--- src/hdl/mcfir_pkg.sv ---
// Package for the MIMO complex FIR channel core: shared types and constants.
// No dependencies.
package mcfir_pkg;

  localparam int unsigned SampleW = 16;
  localparam int unsigned OutW    = 40;

  localparam int unsigned MaxTx   = 4;
  localparam int unsigned MaxRx   = 4;
  localparam int unsigned MaxTaps = 64;

  localparam logic OpSample = 1'b0;
  localparam logic OpTap    = 1'b1;

  localparam logic [2:0] RegActiveTx  = 3'd0;
  localparam logic [2:0] RegActiveRx  = 3'd1;
  localparam logic [2:0] RegTapCount  = 3'd2;
  localparam logic [2:0] RegDbRxCount = 3'd3;
  localparam logic [2:0] RegTransp    = 3'd4;

  // request passed from front to back through the queue
  typedef struct packed {
    logic [5:0] hptr;
  } job_t;

endpackage

--- src/hdl/mcfir_back.sv ---
// Back part: walks rx, tx and taps with one complex MAC, emits results.
// Depends on mcfir_pkg.
module mcfir_back
  import mcfir_pkg::*;
(
  input  logic        clk_i,
  input  logic        rst_ni,
  input  logic [2:0]  ntx_i,
  input  logic [2:0]  nrx_i,
  input  logic [6:0]  ntap_i,
  input  logic [2:0]  stride_i,
  input  logic        transposed_i,
  input  logic        job_valid_i,
  output logic        job_ready_o,
  input  job_t        job_i,
  output logic [9:0]  tap_raddr_o,
  input  logic [31:0] tap_rdata_i,
  output logic [7:0]  hist_raddr_o,
  input  logic [31:0] hist_rdata_i,
  output logic        out_valid_o,
  input  logic        out_ready_i,
  output logic [1:0]  rx_index_o,
  output logic [39:0] out_re_o,
  output logic [39:0] out_im_o,
  output logic        last_o
);
  localparam logic [2:0] StIdle = 3'd0;
  localparam logic [2:0] StRun  = 3'd1;
  localparam logic [2:0] StDrain = 3'd2;
  localparam logic [2:0] StOut  = 3'd3;

  logic [2:0] st_q;
  logic [5:0] hptr_q;
  logic [1:0] r_q, t_q;
  logic [5:0] l_q;
  logic       v1_q, v2_q;
  logic       v3_q;
  logic [31:0] p_rr_q, p_ii_q, p_ri_q, p_ir_q;
  logic [41:0] acc_re_q, acc_im_q;
  logic [3:0]  link_full;
  logic        step_last;
  logic        issue;

  always_comb begin
    if (transposed_i) link_full = 4'(r_q * stride_i) + 4'(t_q);
    else              link_full = 4'(r_q) + 4'(t_q * stride_i);
  end
  assign tap_raddr_o  = {link_full, l_q};
  assign hist_raddr_o = {t_q, hptr_q - l_q};
  assign issue        = st_q == StRun;
  assign step_last    = {1'b0, l_q} == ntap_i - 7'd1 && {1'b0, t_q} == ntx_i - 3'd1;
  assign job_ready_o  = st_q == StIdle;

  always_ff @(posedge clk_i or negedge rst_ni) begin
    if (!rst_ni) begin
      st_q <= StIdle;
      v1_q <= 1'b0;
      v2_q <= 1'b0;
      v3_q <= 1'b0;
      out_valid_o <= 1'b0;
      r_q <= '0; t_q <= '0; l_q <= '0; hptr_q <= '0;
    end else begin
      v1_q <= issue;
      v2_q <= v1_q;
      v3_q <= v2_q;
      unique case (st_q)
        StIdle: if (job_valid_i) begin
          hptr_q <= job_i.hptr;
          r_q <= '0; t_q <= '0; l_q <= '0;
          st_q <= StRun;
        end
        StRun: begin
          if (step_last) begin
            st_q <= StDrain;
          end else if ({1'b0, l_q} == ntap_i - 7'd1) begin
            l_q <= '0;
            t_q <= t_q + 2'd1;
          end else begin
            l_q <= l_q + 6'd1;
          end
        end
        StDrain: if (!v1_q && !v2_q && !v3_q) begin
          out_valid_o <= 1'b1;
          st_q <= StOut;
        end
        StOut: if (out_ready_i) begin
          out_valid_o <= 1'b0;
          if ({1'b0, r_q} == nrx_i - 3'd1) begin
            st_q <= StIdle;
          end else begin
            r_q <= r_q + 2'd1;
            t_q <= '0; l_q <= '0;
            st_q <= StRun;
          end
        end
        default: st_q <= StIdle;
      endcase
    end
  end

  // stage 2: products; stage 3: accumulate
  always_ff @(posedge clk_i) begin
    if (v1_q) begin
      p_rr_q <= $signed(tap_rdata_i[15:0])  * $signed(hist_rdata_i[15:0]);
      p_ii_q <= $signed(tap_rdata_i[31:16]) * $signed(hist_rdata_i[31:16]);
      p_ri_q <= $signed(tap_rdata_i[15:0])  * $signed(hist_rdata_i[31:16]);
      p_ir_q <= $signed(tap_rdata_i[31:16]) * $signed(hist_rdata_i[15:0]);
    end
    if (st_q == StIdle || (st_q == StOut && out_ready_i)) begin
      acc_re_q <= '0;
      acc_im_q <= '0;
    end else if (v2_q) begin
      acc_re_q <= acc_re_q + 42'($signed(p_rr_q)) - 42'($signed(p_ii_q));
      acc_im_q <= acc_im_q + 42'($signed(p_ri_q)) + 42'($signed(p_ir_q));
    end
  end

  function automatic logic [39:0] sat40(logic [41:0] v);
    if (v[41:39] == 3'b000 || v[41:39] == 3'b111) return v[39:0];
    return v[41] ? {1'b1, 39'd0} : {1'b0, {39{1'b1}}};
  endfunction

  assign rx_index_o = r_q;
  assign out_re_o   = sat40(acc_re_q);
  assign out_im_o   = sat40(acc_im_q);
  assign last_o     = {1'b0, r_q} == nrx_i - 3'd1;

  a_out_hold: assert property (@(posedge clk_i) disable iff (!rst_ni)
    out_valid_o && !out_ready_i |=> out_valid_o && $stable(out_re_o))
    else $error("result dropped");
  a_no_mac_out: assert property (@(posedge clk_i) disable iff (!rst_ni)
    out_valid_o |-> !v2_q) else $error("mac during output");
endmodule

--- config.mk ---
export PLATFORM = sky130hd
export DESIGN_NAME = mcfir_back
export DESIGN_NICKNAME = d
export VERILOG_FILES = /design/src/hdl/mcfir_pkg.sv /design/src/hdl/mcfir_back.sv
export SDC_FILE = /design/constraint.sdc
export NUM_CORES = 2
export LEC_CHECK = 0
export ABC_CLOCK_PERIOD_IN_PS = 3500
export BUFFER_PORTS_ARGS = -buffer_cell sky130_fd_sc_hd__buf_2
export CORE_ASPECT_RATIO = 1.2
export CORE_MARGIN = 2
export CORE_UTILIZATION = 45
export DETAILED_ROUTE_END_ITERATION = 6
export MAX_ROUTING_LAYER = met4
export PLACE_DENSITY = 0.75
export SLEW_MARGIN = 20
export SYNTH_ARGS = -nofsm -noshare
export SYNTH_HDL_FRONTEND = slang
export SYNTH_SLANG_ARGS = --single-unit
--- constraint.sdc ---
create_clock -name clk_i -period 3.5 [get_ports clk_i]
set_input_delay 0.7 -clock clk_i [delete_from_list [all_inputs] [get_ports clk_i]]
set_output_delay 0.7 -clock clk_i [all_outputs]
set_load 0.02 [all_outputs]
==> impl_metrics.csv <==
group,metric,value,unit
run_status,status,"finished, violations left",
run_status,violations,"setup timing",
cells_and_area,syn_to_final_growth,27.6,%
die,die_area,124000,sq um
die,dieWidth,322,um
place,gp_congestion,0.957,
routing,vias_per_cell,5.26,
clocking,clock-sinks,234,
grt,grtUsageTotal,27.0,%
sta,fin_crit_sh,181,%
routing,drtIter0Drc,2956,
yosys,synth-seq-area-share,11.1,%
yosys,avgSynthCellArea,9.19,sq um
routing,drc,0,
sta,worstMarginPinSlew,946,ps
cells_and_area,drive_above_1_share,26.1,%
yosys,synth_top_cell_by_area,"fa_1",
sta,period_minus_slack,6340,ps
sta,maxClockFrequency,158,MHz
die,fp.dieH,386,um
clocking,clockBufferDepth,3,
die,num_rows,140,
yosys,syn-num-nets,7604,
worst_setup_path,critPathLaunchType,"input port",
worst_setup_path,worstPathArrival,6700,ps
routing,first_pass_iters,6,
yosys,synth_warnings,0,
place,io_buffer_count,193,
worst_setup_path,critical_path_class,"in2reg",
yosys,yosysTopAreaCellShare,41.6,%
routing,vias,44500,
yosys,synthFlopType,"edfxtp_1",
yosys,ys_ff_latch,234,
yosys,syn_area,54700,sq um
routing,finalWirelength,164000,um
worst_setup_path,timing.rr.end,"acc_im_q[41]$_SDFFE_PP0P_",
clocking,clk_latency,610,ps
place,hpwl,130000,um
worst_setup_path,rr_worst_depth,15,
cells_and_area,fin_area,69700,sq um
cells_and_area,fill_cells,9592,
sta,slew_headroom,36.8,%
yosys,synthTopCellsByCount,"1351 x inv_1, 1136 x fa_1, 582 x nand2_1",
yosys,synth_most_common_cell,"inv_1",
yosys,synth_cells,5946,
sta,slew_viol_final,0,
yosys,synth_edf_count,128,
sta,worst_hold_slack,60.9,ps
yosys,ys_top_cells_by_area,"fa_1 42%, ha_1 9.9%, inv_1 9.3%, edfxtp_1 7.0%, and2_1 5.8%",
clocking,numCtsBuffers,29,
yosys,synthArstFlopShare,9.40,%
grt,grt_max_degree,65,
clocking,clk_pin_slew,70,ps
sta,hold_viol,0,
sta,finalSetupViolCount,126,
die,core_area,121000,sq um
worst_setup_path,critPathRequiredTime,3860,ps
grt,antenna_found_initial,8,
clocking,cts_tree,"done",
clocking,cts_root_buf,"clkbuf_16",
cells_and_area,layout.nets,8517,
grt,grt_pass1_wl,255000,um
place,place_area,64300,sq um
sta,rsz0062_at_grt,"yes",
worst_setup_path,end_kind,"flip-flop",
grt,grt_pass1_vias,49000,
grt,grt-ovfl-total,0,
die,initial_core_util,45.2,%
worst_hold_path,hold_class,"in2async",
sta,skew,16.4,ps
worst_setup_path,r2r_start,"p_ri_q[1]$_DFFE_PP_",
job,maxCapViolCount,0,
clocking,hold_buffers,0,
worst_setup_path,cp_max_fo,6,
die,ios,194,
worst_setup_path,setup.worst_path.start,"hist_rdata_i[6]",
routing,ant_nets,0,
worst_setup_path,reg2reg_slack,-350,ps
routing,wl_per_cell,19.4,um
clocking,htreeDepth,1,
sta,fin_ws,-2840,ps
yosys,synth.distinct_cells,69,
-- layer usage --
metal / global-route usage [%] / share of wire, %
met5: - / 0
met4: 15.2 / 7.3
met2: 46.6 / 50
met1: 30.7 / 36
met3: 2.75 / 6.3
-- layout make-up --
class / instances / area (sq um) / share of cell area, %
multi-input combinational: 4109 / 45700 / 65.5
timing repair buffer: 1134 / 9910 / 14.2
sequential: 234 / 6090 / 8.73
inverter: 1351 / 5070 / 7.27
tap: 1562 / 1950 / 2.80
clock buffer: 31 / 733 / 1.05
clock inverter: 23 / 312 / 0.447
antenna: 6 / 15.0 / 0.0215
-- worst max-delay path, cell delays in order --
cell,delay [ps]
buf_16,130
buf_12,140
and2_1,160
fa_1,560
inv_1,60
fa_1,510
inv_1,60
fa_1,520
inv_1,60
fa_1,500
inv_1,60
fa_1,480
fa_2,580
ha_4,210
and3_4,170
and3_4,170
a221o_1,380
a31oi_1,190
buf_4,170
a21oi_4,60
and4_4,190
a2111oi_4,210
o21ba_2,200
xnor2_2,80
buf_12,130
-- timing repair --
action                     CTS  global route
pin swaps                  266           264
gates resized for setup    513           295
cloned                       9             6
setup endpoints to repair  137           148
setup buffers               94            62
-- kinds of logic after synthesis --
logic type	share of synthesized area, %
AND/OR/NAND/NOR	14.5
multiplexers	1.21
flip-flops	11.1
XOR/XNOR	3.78
adder cells (fa/ha/maj)	51.5
buffers and inverters	11.0
AO/OA/AOI/OAI	6.87
-- stage by stage --
step	TNS, ps	util, %	worst slack [ps]	cells
2_1_floorplan	-193700	-	-3220	5946
6_report	-204670	57.7	-2840	8450
3_3_place_gp	-278190	53.2	-3600	8273
3_5_place_dp	-286230	53.2	-3700	8273
5_1_grt	-221310	57.7	-2970	8450
4_1_cts	-195490	56.5	-2730	8402
-- worst max-delay path by stage --
stage                     cells past startpoint                    to  slack, ps
after floorplan                              25  p_ir_q[30]$_DFFE_PP_      -3220
after global placement                       25  p_ir_q[30]$_DFFE_PP_      -3600
after detailed placement                     22  p_ir_q[30]$_DFFE_PP_      -3700
after CTS                                    24  p_ir_q[30]$_DFFE_PP_      -2730
after global routing                         25  p_rr_q[28]$_DFFE_PP_      -2970
final                                        25  p_rr_q[28]$_DFFE_PP_      -2840
-- placed cells by master, fill, tap and decap left out, types with 16 or more instances in the layout --
cell          n
xnor2_2      23
nand3_1      35
a21oi_1     121
inv_1      1267
nand2b_1     35
nor2_2       16
buf_4       769
ha_4         60
nor2_1      342
nor3_1       20
o21ai_2      22
mux2i_1      56
fa_1       1071
o21ai_1      20
buf_2       137
nand2_1     548
nand4_1      16
buf_12       61
inv_2        84
a211oi_1     21
o21a_1       28
ha_1        351
and2_4       81
fa_2         65
ha_2         20
a21o_1       87
dfxtp_1      84
buf_8        28
clkbuf_16    35
nand2_2      20
o21bai_1     25
and2_1      423
o21ai_0      65
dfrtp_1      18
nor2b_1      20
xor2_1       43
buf_6       124
a21oi_2      51
edfxtp_1    128
xnor2_1     150
-- sequential cells by signal, summed over array words and instances (netlist names) --
name and cells:
acc_im_q 42, acc_re_q 42, hptr_q 6, l_q 6, out_valid_o 1, p_ii_q 32, p_ir_q 32, p_ri_q 32
p_rr_q 32, rx_index_o 2, st_q 2, t_q 2, v1_q 1, v2_q 1, v3_q 1
Power is not shown: default switching activity piles up to over one toggle a cycle in this logic, so the estimate is an artifact.
