### config.mk
export PLATFORM = sky130hd
export DESIGN_NAME = mcfir_front
export DESIGN_NICKNAME = d
export VERILOG_FILES = /design/src/hdl/mcfir_pkg.sv /design/src/hdl/mcfir_front.sv
export SDC_FILE = /design/constraint.sdc
export NUM_CORES = 1
export LEC_CHECK = 0
export BUFFER_PORTS_ARGS = -buffer_cell sky130_fd_sc_hd__buf_2
export CAP_MARGIN = 20
export CORE_MARGIN = 2
export CORE_UTILIZATION = 27
export CTS_CLUSTER_DIAMETER = 30
export CTS_CLUSTER_SIZE = 8
export DETAILED_ROUTE_END_ITERATION = 10
export GPL_TIMING_DRIVEN = 1
export HOLD_SLACK_MARGIN = 0.12
export PLACE_DENSITY = 0.8
export RECOVER_POWER = 50
export SYNTH_ARGS = -nofsm -noshare
export SYNTH_HDL_FRONTEND = slang
export SYNTH_SLANG_ARGS = --single-unit
### constraint.sdc
create_clock -name clk_i -period 2.1 [get_ports clk_i]
set_input_delay 0.105 -clock clk_i [delete_from_list [all_inputs] [get_ports clk_i]]
set_output_delay 0.105 -clock clk_i [all_outputs]
set_load 0.005 [all_outputs]
### src/hdl/mcfir_pkg.sv
// Package for the MIMO complex FIR channel core: shared types and constants.
// No dependencies.
package mcfir_pkg;

  localparam int unsigned SampleW = 16;
  localparam int unsigned OutW    = 40;

  localparam int unsigned MaxTx   = 4;
  localparam int unsigned MaxRx   = 4;
  localparam int unsigned MaxTaps = 64;

  localparam logic OpSample = 1'b0;
  localparam logic OpTap    = 1'b1;

  localparam logic [2:0] RegActiveTx  = 3'd0;
  localparam logic [2:0] RegActiveRx  = 3'd1;
  localparam logic [2:0] RegTapCount  = 3'd2;
  localparam logic [2:0] RegDbRxCount = 3'd3;
  localparam logic [2:0] RegTransp    = 3'd4;

  // request passed from front to back through the queue
  typedef struct packed {
    logic [5:0] hptr;
  } job_t;

endpackage

### src/hdl/mcfir_front.sv
// Front part: accepts requests, writes taps and samples, queues instants.
// Depends on mcfir_pkg.
module mcfir_front
  import mcfir_pkg::*;
(
  input  logic        clk_i,
  input  logic        rst_ni,
  input  logic        in_valid_i,
  output logic        in_ready_o,
  input  logic        opcode_i,
  input  logic [1:0]  antenna_i,
  input  logic [31:0] sample_i,
  input  logic [3:0]  tap_link_i,
  input  logic [5:0]  tap_index_i,
  input  logic [31:0] coef_i,
  input  logic [2:0]  ntx_i,
  input  logic        clear_done_i,
  output logic        tap_we_o,
  output logic [9:0]  tap_waddr_o,
  output logic [31:0] tap_wdata_o,
  output logic        hist_we_o,
  output logic [7:0]  hist_waddr_o,
  output logic [31:0] hist_wdata_o,
  output logic        job_valid_o,
  input  logic        job_ready_i,
  output job_t        job_o
);
  logic [5:0] hptr_q, hptr_d;
  logic       full_q;
  job_t       job_q;
  logic       acc, is_last, tx_ok;

  // hold off requests while the history clear runs, an instant is queued or the back end is busy
  assign tx_ok      = {1'b0, antenna_i} < ntx_i;
  assign is_last    = {1'b0, antenna_i} == ntx_i - 3'd1;
  assign in_ready_o = clear_done_i && !full_q && job_ready_i;
  assign acc        = in_valid_i && in_ready_o;

  assign tap_we_o     = acc && opcode_i == OpTap;
  assign tap_waddr_o  = {tap_link_i, tap_index_i};
  assign tap_wdata_o  = coef_i;
  assign hist_we_o    = acc && opcode_i == OpSample && tx_ok;
  assign hist_waddr_o = {antenna_i, hptr_q};
  assign hist_wdata_o = sample_i;

  assign job_valid_o = full_q;
  assign job_o       = job_q;

  always_comb begin
    hptr_d = hptr_q;
    if (hist_we_o && is_last) begin
      hptr_d = hptr_q + 6'd1;
    end
  end

  always_ff @(posedge clk_i or negedge rst_ni) begin
    if (!rst_ni) begin
      hptr_q <= '0;
      full_q <= 1'b0;
    end else begin
      hptr_q <= hptr_d;
      if (hist_we_o && is_last) begin
        full_q <= 1'b1;
      end else if (job_ready_i) begin
        full_q <= 1'b0;
      end
    end
  end

  always_ff @(posedge clk_i) begin
    if (hist_we_o && is_last) begin
      job_q <= '{hptr: hptr_q};
    end
  end

  a_job_hold: assert property (@(posedge clk_i) disable iff (!rst_ni)
    full_q && !job_ready_i |=> full_q && $stable(job_q)) else $error("job lost");
  a_no_acc_full: assert property (@(posedge clk_i) disable iff (!rst_ni)
    full_q |-> !acc) else $error("accept while queue full");
  a_ptr_step: assert property (@(posedge clk_i) disable iff (!rst_ni)
    !(hist_we_o && is_last) |=> $stable(hptr_q)) else $error("pointer moved");
endmodule

==> run metrics, run 1 <==
status finished clean; Fmax ~0.5 GHz; H-tree levels 1; worst hold stages 0; die width between 70 and 80 um; Warnings, synthesis 0; vias per cell between 4 and 5; syn nets 217; Synth Instances 128; mux contribution to synthesized area 0.0125; post-route cell area between 900 and 1000 sq um; grt ovf 0; Synth Cell Area roughly 1200 sq um; CP cell instances dlygate4sd3_1 -> buf_2 -> nand2_1 -> or4b_1 -> or4_4 -> mux2_4; Iteration-0 DRC Markers 46; Final Hold Fails 0; Area Overhead vs Synth -23.6%; post-synthesis cell type count 21; Synth Area in Compound Gates 0.00833; clk buf depth 2; largest net degree at the start of global routing 8; R2R Setup Slk ~0.21 ns; Clk network pwr share 0.366; gpl congestion slightly above 0.8; critical path arrival approximately 2.1 ns; Slew headroom 0.591; Layout fillers 476; Max IR drop VDD 0.140 mV; Worst-Margin Slew between 0.6 and 0.7 ns; min-delay src sample_i[0]; GRT Total Usage 0.0787; Placement Rows 24; Yosys top cell by area buf_4; Critical-path top delay cell dlygate4sd3_1; final core occ 0.212; final net count between 150 and 200; CP bufs+invs 2; # IOs between 150 and 200; Critical R2R Launch job_valid_o; vias in the first global route about 540; Setup Viol. Count Final 0; PortBufs 28; setup TNS 0 ns; most common cell after layout, fill and taps aside buf_2; Root Buffer clkbuf_8; sw power approximately 0.13 mW; CORE AREA 4320 sq um; Layout Skew 0.00156 ns; CP Depth 6; final hold slack 0.210 ns; Pwr Total about 0.58 mW; maxcap violations 0; Pint between 0.4 and 0.5 mW; worst skew pair latency around 0.23 ns; Post-DP Area 852 sq um; Setup CP Type in -> reg; Synth Area in XOR/XNOR 0.0510; crit share post-route 0.954; WL/cell 15.7 um; Die Ht between 70 and 80 um; register clock-pin slew on the reported worst setup and hold paths about 0.050 ns; crit-path max FO 3; most frequent cells in the layout buf_2, dfrtp_1, edfxtp_1; largest family of logic cells by synthesized area buffers and inverters; CTS tree yes; Synth Area in Adders 0.0417; largest cells by area after synthesis buf_4, edfxtp_1, dfrtp_1; Max Slew Vio Count 0; syn avg cell area between 9 and 10 sq um; routed vias between 500 and 600; Startpoint Class input port; Residual DRC 0; first-pass GRT wire length between 2000 and 3000 um; crit-path leading delay family simple AND/OR/NAND/NOR gates; Pre-antenna DRT Iters 4; Sequential Power Share 0.503; post-synth top area share 0.475; share of cells above drive strength 1 0.414; antenna cells 0; Required @ worst endpoint about 2.2 ns; Sink Count 13; P_leak 0.476 nW; Largest stage delay, worst path roughly 0.52 ns; R2R cell count 3; fin crit period approximately 2 ns; final WL about 2200 um; Die ar. 5000 sq um; DPL Wire Length 1870 um; Logic pwr share 0.131; Synth Area in Simple Gates 0.0958; Final ANT Viol Nets 0; RSZ-0062 raised after global routing no; Hold Crit Class in -> out; register area share after synthesis 0.296; Pwr Density 630 nW/um^2; Initial Util 0.278; postcts setup bufs 0; CTS Buf Count 3; switching share of power 0.225; Worst Hold Path EP hist_wdata_o[0]; CP Capture Type register; register bit total from synthesis 13; initial antenna violation count 0; FF-to-FF End hptr_q[1]
## per-layer routing
layer	GRT usage	up-vias	routed length, um
li1	-	254	-
met3	0.0641	14	444
met4	0.0608	0	73
met2	0.125	63	1030
met5	0	-	0
met1	0.0632	247	631
## synth_stat cells
| library cell | n |
|---|---|
| buf_4 | 76 |
| dfrtp_1 | 7 |
| edfxtp_1 | 6 |
| inv_1 | 5 |
| nor4_1 | 5 |
| xor2_1 | 5 |
| ha_1 | 4 |
| nand2_1 | 3 |
| nand2b_1 | 2 |
| nand3_1 | 2 |
| nor2_1 | 2 |
| xnor2_1 | 2 |
| a21oi_1 | 1 |
| and3_1 | 1 |
| and4_1 | 1 |
| clkbuf_2 | 1 |
| mux2_4 | 1 |
| nor2b_1 | 1 |
| o21ai_0 | 1 |
| or4_4 | 1 |
| or4b_1 | 1 |
## flip-flops by register name (all words and copies together) (netlist names)
register and cells:
job_o 6, job_valid_o 1, hptr_q 6
## layout make-up
class                   count  area, sq um  area share
clock buffers               4         45.0      0.0491
inverters                   5         18.8      0.0205
multi-input cells          33          258       0.281
flip-flops and latches     13          355       0.387
well taps                  52         65.1      0.0709
repair buffers             32          175       0.191
## logic make-up (layout without fill, tap and decap cells)
family,Yosys count,after routing
flip-flops,13,13
buffers and inverters,82,41
adder cells (fa/ha/maj),4,4
AND/OR/NAND/NOR,19,19
multiplexers,1,1
AO/OA/AOI/OAI,2,2
XOR/XNOR,7,7
## power by group through the flow
stage	Combinational, mW	Clock [mW]	Sequential [mW]
finish	0.0755	0.211	0.291
global route	0.0852	0.230	0.293
CTS	0.0770	0.221	0.292
floorplan	0.154	0	0.294
detailed placement	0.0745	0	0.297
global placement	0.0725	0	0.296
## stage by stage
step	setup WS, ns	std cells
2_1_floorplan	0.118	128
3_3_place_gp	0.244	133
3_5_place_dp	0.204	133
4_1_cts	0.0941	139
5_1_grt	0.0585	139
6_report	0.0957	139
## worst max-delay path by stage
stage | startpoint | end | slack [ns]
2_1_floorplan | job_valid_o | hptr_q[1] | 0.12
3_3_place_gp | job_valid_o | hptr_q[1] | 0.24
3_5_place_dp | job_valid_o | hptr_q[1] | 0.20
4_1_cts | job_ready_i | hptr_q[1] | 0.09
5_1_grt | job_ready_i | hptr_q[1] | 0.06
6_report | job_ready_i | hptr_q[1] | 0.1
## repair_timing
item / 4_1_cts / 5_1_grt
hold buffers: 2 / 0
endpoints found under the hold margin: 8 / 0
resized for setup: 0 / 0
Note: power is estimated with default switching activity, not from simulation.
==> inputs of run 2 (changes only) <==
Settings changed: CORE_MARGIN 2 to unset, HOLD_SLACK_MARGIN 0.12 to 0.02.
==> run 2 against run 1 <==
Critical path depth decreased by 3. Sequential share of layout area increased by 0.54 points. Utilization increased by 0.62 points. Sequential cell count unchanged. First-iteration DRC count decreased by 39%. Routed wire length decreased by 5.8%. Register-to-register slack about the same. Clock skew about the same. Final area decreased by 1.4%. Critical path type is now reg -> reg. Largest cell class unchanged. Highest routed layer unchanged.
==> run metrics, run 2 (synthesis results as in run 1) <==
CORE AREA 4140 sq um; vias in the first global route between 500 and 600; DPL Wire Length about 1800 um; Area Overhead vs Synth -24.7%; Iteration-0 DRC Markers 28; register clock-pin slew on the reported worst setup and hold paths 0.05 ns; Slew headroom 0.577; WL/cell between 15 and 20 um; setup TNS 0 ns; initial antenna violation count 0; Worst-Margin Slew roughly 0.63 ns; final net count ~180; crit share post-route 0.898; share of cells above drive strength 1 0.419; GRT Total Usage 0.0861; Layout Skew 0.00157 ns; post_cts resized 0; first-pass GRT wire length between 2000 and 3000 um; Die Ht approximately 69 um; # IOs about 180; antenna cells 0; routed vias between 500 and 600; CTS tree yes; maxcap violations 0; Placement Rows 23; vias per cell roughly 4.2; largest net degree at the start of global routing 8; Final ANT Viol Nets 0; clk buf depth 2; crit-path max FO 4; Pwr Total between 0.5 and 0.6 mW; Required @ worst endpoint ~2.2 ns; post-route cell area slightly above 900 sq um; most common cell after layout, fill and taps aside buf_2; Pwr Density approximately 640 nW/um^2; RSZ-0062 raised after global routing no; H-tree levels 1; Residual DRC 0; die width 68.7 um; fin crit period 1.89 ns; CP Capture Type register; Layout fillers about 460; P_leak 0.472 nW; Startpoint Class register; Die ar. 4720 sq um; final WL 2050 um; PortBufs 28; most frequent cells in the layout buf_2, dfrtp_1, edfxtp_1; Final Hold Fails 0; CTS Buf Count 3; Max IR drop VDD roughly 0.14 mV; placed cells about 130; Post-DP Area approximately 850 sq um; Finished Layout Cells 136; status finished clean; Hold Crit Class in -> reg; worst skew pair latency around 0.24 ns; critical path arrival around 2.0 ns; grt ovf 0; Setup CP Type reg -> reg; Sink Count 13; Initial Util 0.290; Setup Viol. Count Final 0; Root Buffer clkbuf_8; Fmax ~0.53 GHz; Pre-antenna DRT Iters 4; final core occ 0.218; Max Slew Vio Count 0; gpl congestion 0.797
run 2: changes by cell type in the layout (fill, tap and decap cells not counted), sizes merged:
cell / delta
dlygate4sd3: -1
run 2: critical path, cell delays in order (launching register included):
cell	delay, ns
dfrtp_1	0.39
or4b_1	0.55
or4_4	0.52
mux2_4	0.31
run 2: worst paths after layout:
path                             startpoint           to  slack [ns]  cells past startpoint
worst max register to register  job_valid_o    hptr_q[1]        0.21                      3
max in group asynchronous            rst_ni    hptr_q[3]        1.70                      2
worst min-delay path            job_ready_i  job_valid_o        0.07                      2
min in group asynchronous            rst_ni    hptr_q[2]        0.24                      2
worst max-delay path            job_valid_o    hptr_q[1]        0.21                      3
worst min register to register    hptr_q[5]    hptr_q[5]        0.50                      1
run 2: what timing repair did:
action                                 CTS  global route
hold buffers                             1             0
buffers inserted                         0             0
endpoints found under the hold margin    7             0
run 2: per-layer routing:
layer  vias up  wire length [um]  GRT usage
met5         -                 0          0
met4         0                68     0.0638
met3        14               353     0.0576
met2        61              1010      0.143
met1       246               620     0.0726
li1        253                 -          -
run 2: layout make-up:
type	count	area (sq um)	share of cell area
clock buffer	4	45.0	0.0498
inverter	5	18.8	0.0207
multi-input combinational	33	258	0.285
sequential	13	355	0.393
tap	50	62.6	0.0692
timing repair buffer	31	165	0.183
run 2: metrics by stage:
stage | worst slack (ns) | hold slack, ns
floorplan | 0.118 | -0.191
global placement | 0.245 | -0.0514
detailed placement | 0.222 | -0.0508
CTS | 0.215 | 0.0728
global route | 0.186 | 0.0921
finish | 0.215 | 0.0733
run 2: report_power, final:
| part | internal [mW] | switching [mW] |
|---|---|---|
| clock | 0.133 | 0.0807 |
| combinational | 0.0362 | 0.0370 |
| sequential | 0.277 | 0.0140 |
==> inputs of run 3 (changes only) <==
Settings changed: CELL_PAD_IN_SITES_DETAIL_PLACEMENT set to 1, CELL_PAD_IN_SITES_GLOBAL_PLACEMENT set to 2, CORE_UTILIZATION 27 to 12, PLACE_DENSITY 0.8 to 0.81.
==> run 3 against run 2 <==
Via count is 1.2% higher. Die area is 120% higher. Final cell count is 61% higher. Critical path depth stayed put. First-iteration DRC count is 18% lower. Count of clock-buffer cells in the layout stayed put. Combinational power is 5.1% higher. Fmax is 1.9% lower. Clock power hardly changed. Sequential power hardly changed. Largest cell class unchanged.
==> run metrics, run 3 (synthesis results as in run 1) <==
post_cts resized 0; WL/cell between 10 and 15 um; vias per cell roughly 2.7; Critical R2R Launch job_valid_o; DPL Wire Length roughly 1800 um; Slew headroom 0.575; final core occ 0.104; Placement Rows 36; Sink Count 13; hold_buf cts 1; Die ar. around 10,000 sq um; Finished Layout Cells roughly 220; most frequent cells in the layout buf_2, dfrtp_1, edfxtp_1; Setup Viol. Count Final 0; share of cells above drive strength 1 0.419; Iteration-0 DRC Markers 23; Pwr Density between 500 and 600 nW/um^2; critical path arrival just over 2 ns; Max Slew Vio Count 0; Worst Hold Path EP job_valid_o; # IOs about 180; clk buf depth 2; Initial Util 0.123; Pwr Total slightly below 0.6 mW; Startpoint Class register; Worst-Margin Slew approximately 0.64 ns; status finished clean; initial antenna violation count 0; placed cells 214; Area Overhead vs Synth -16.0%; multi-input logic area approximately 260 sq um; Max IR drop VDD roughly 0.16 mV; antenna cells 0; Hold Crit Class in -> reg; Required @ worst endpoint 2.22 ns; P_leak approximately 0.47 nW; min-delay src job_ready_i; Final Hold Fails 0; grt ovf 0; Storage cell area roughly 360 sq um; final net count between 150 and 200; RSZ-0062 raised after global routing no; postcts setup bufs 0; Layout fillers between 1k and 1.5k; crit share post-route 0.916; Residual DRC 0; CORE AREA between 9000 and 10,000 sq um; worst setup path start job_valid_o; Fmax approximately 0.52 GHz; largest net degree at the start of global routing 8; FF-to-FF End hptr_q[1]; crit-path max FO 4; R2R Setup Slk between 0.15 and 0.2 ns; Final ANT Viol Nets 0; most common cell after layout, fill and taps aside buf_2; CTS tree yes; maxcap violations 0; die width a little over 100 um; Pre-antenna DRT Iters 3; vias in the first global route 593; Layout Skew between 0.0008 and 0.0009 ns; register clock-pin slew on the reported worst setup and hold paths 0.05 ns; Die Ht about 100 um; Root Buffer clkbuf_8; worst skew pair latency 0.23 ns; first-pass GRT wire length 3140 um; gpl congestion roughly 0.68; R2R cell count 3; worst hold stages 2; CP Capture Type register; final WL ~2200 um; GRT Total Usage 0.0413; CTS Buf Count 3; fin crit period slightly below 2 ns; setup TNS 0 ns; routed vias around 580; PortBufs 28; H-tree levels 1; Setup CP Type reg -> reg
## run 3: cell counts in the layout (fill, tap and decap cells not counted)
No cell type changed its count.
## run 3: metal layers
| layer | routed length [um] | vias to the layer above | global-route usage |
|---|---|---|---|
| li1 | - | 250 | - |
| met1 | 842 | 265 | 0.0402 |
| met2 | 916 | 40 | 0.0589 |
| met3 | 287 | 26 | 0.0178 |
| met4 | 148 | 0 | 0.0538 |
| met5 | 0 | - | 0 |
## run 3: worst max path at each step
stage / to / slack, ns / cells past startpoint
floorplan: hptr_q[1] / 0.12 / 4
global placement: hptr_q[1] / 0.24 / 3
detailed placement: hptr_q[1] / 0.17 / 3
CTS: hptr_q[1] / 0.16 / 3
global route: hptr_q[1] / 0.11 / 3
finish: hptr_q[1] / 0.18 / 3
## run 3: area by class of cell
class | instances | share of cell area
flip-flops and latches | 13 | 0.352
multi-input cells | 33 | 0.256
well taps | 133 | 0.165
repair buffers | 31 | 0.164
clock buffers | 4 | 0.0447
inverters | 5 | 0.0186
## run 3: critical path, cell delays in order (launching register included)
cell and delay (ns):
dfrtp_1 0.40, or4b_1 0.56, or4_4 0.53, mux2_4 0.31
## run 3: where the power goes
group,switching (mW),internal (mW),total [mW]
logic,0.0403,0.0367,0.0769
clock network,0.0786,0.133,0.212
registers,0.0174,0.277,0.294
total,0.136,0.447,0.583
## run 3: stage by stage
stage                     instance area, sq um  setup slack [ns]  hold WS, ns
after floorplan                           1210             0.118       -0.191
after global placement                     953             0.240      -0.0443
after detailed placement                   953             0.172      -0.0481
after CTS                                 1010             0.162       0.0719
after global routing                      1010             0.108       0.0808
final                                     1010             0.177       0.0697
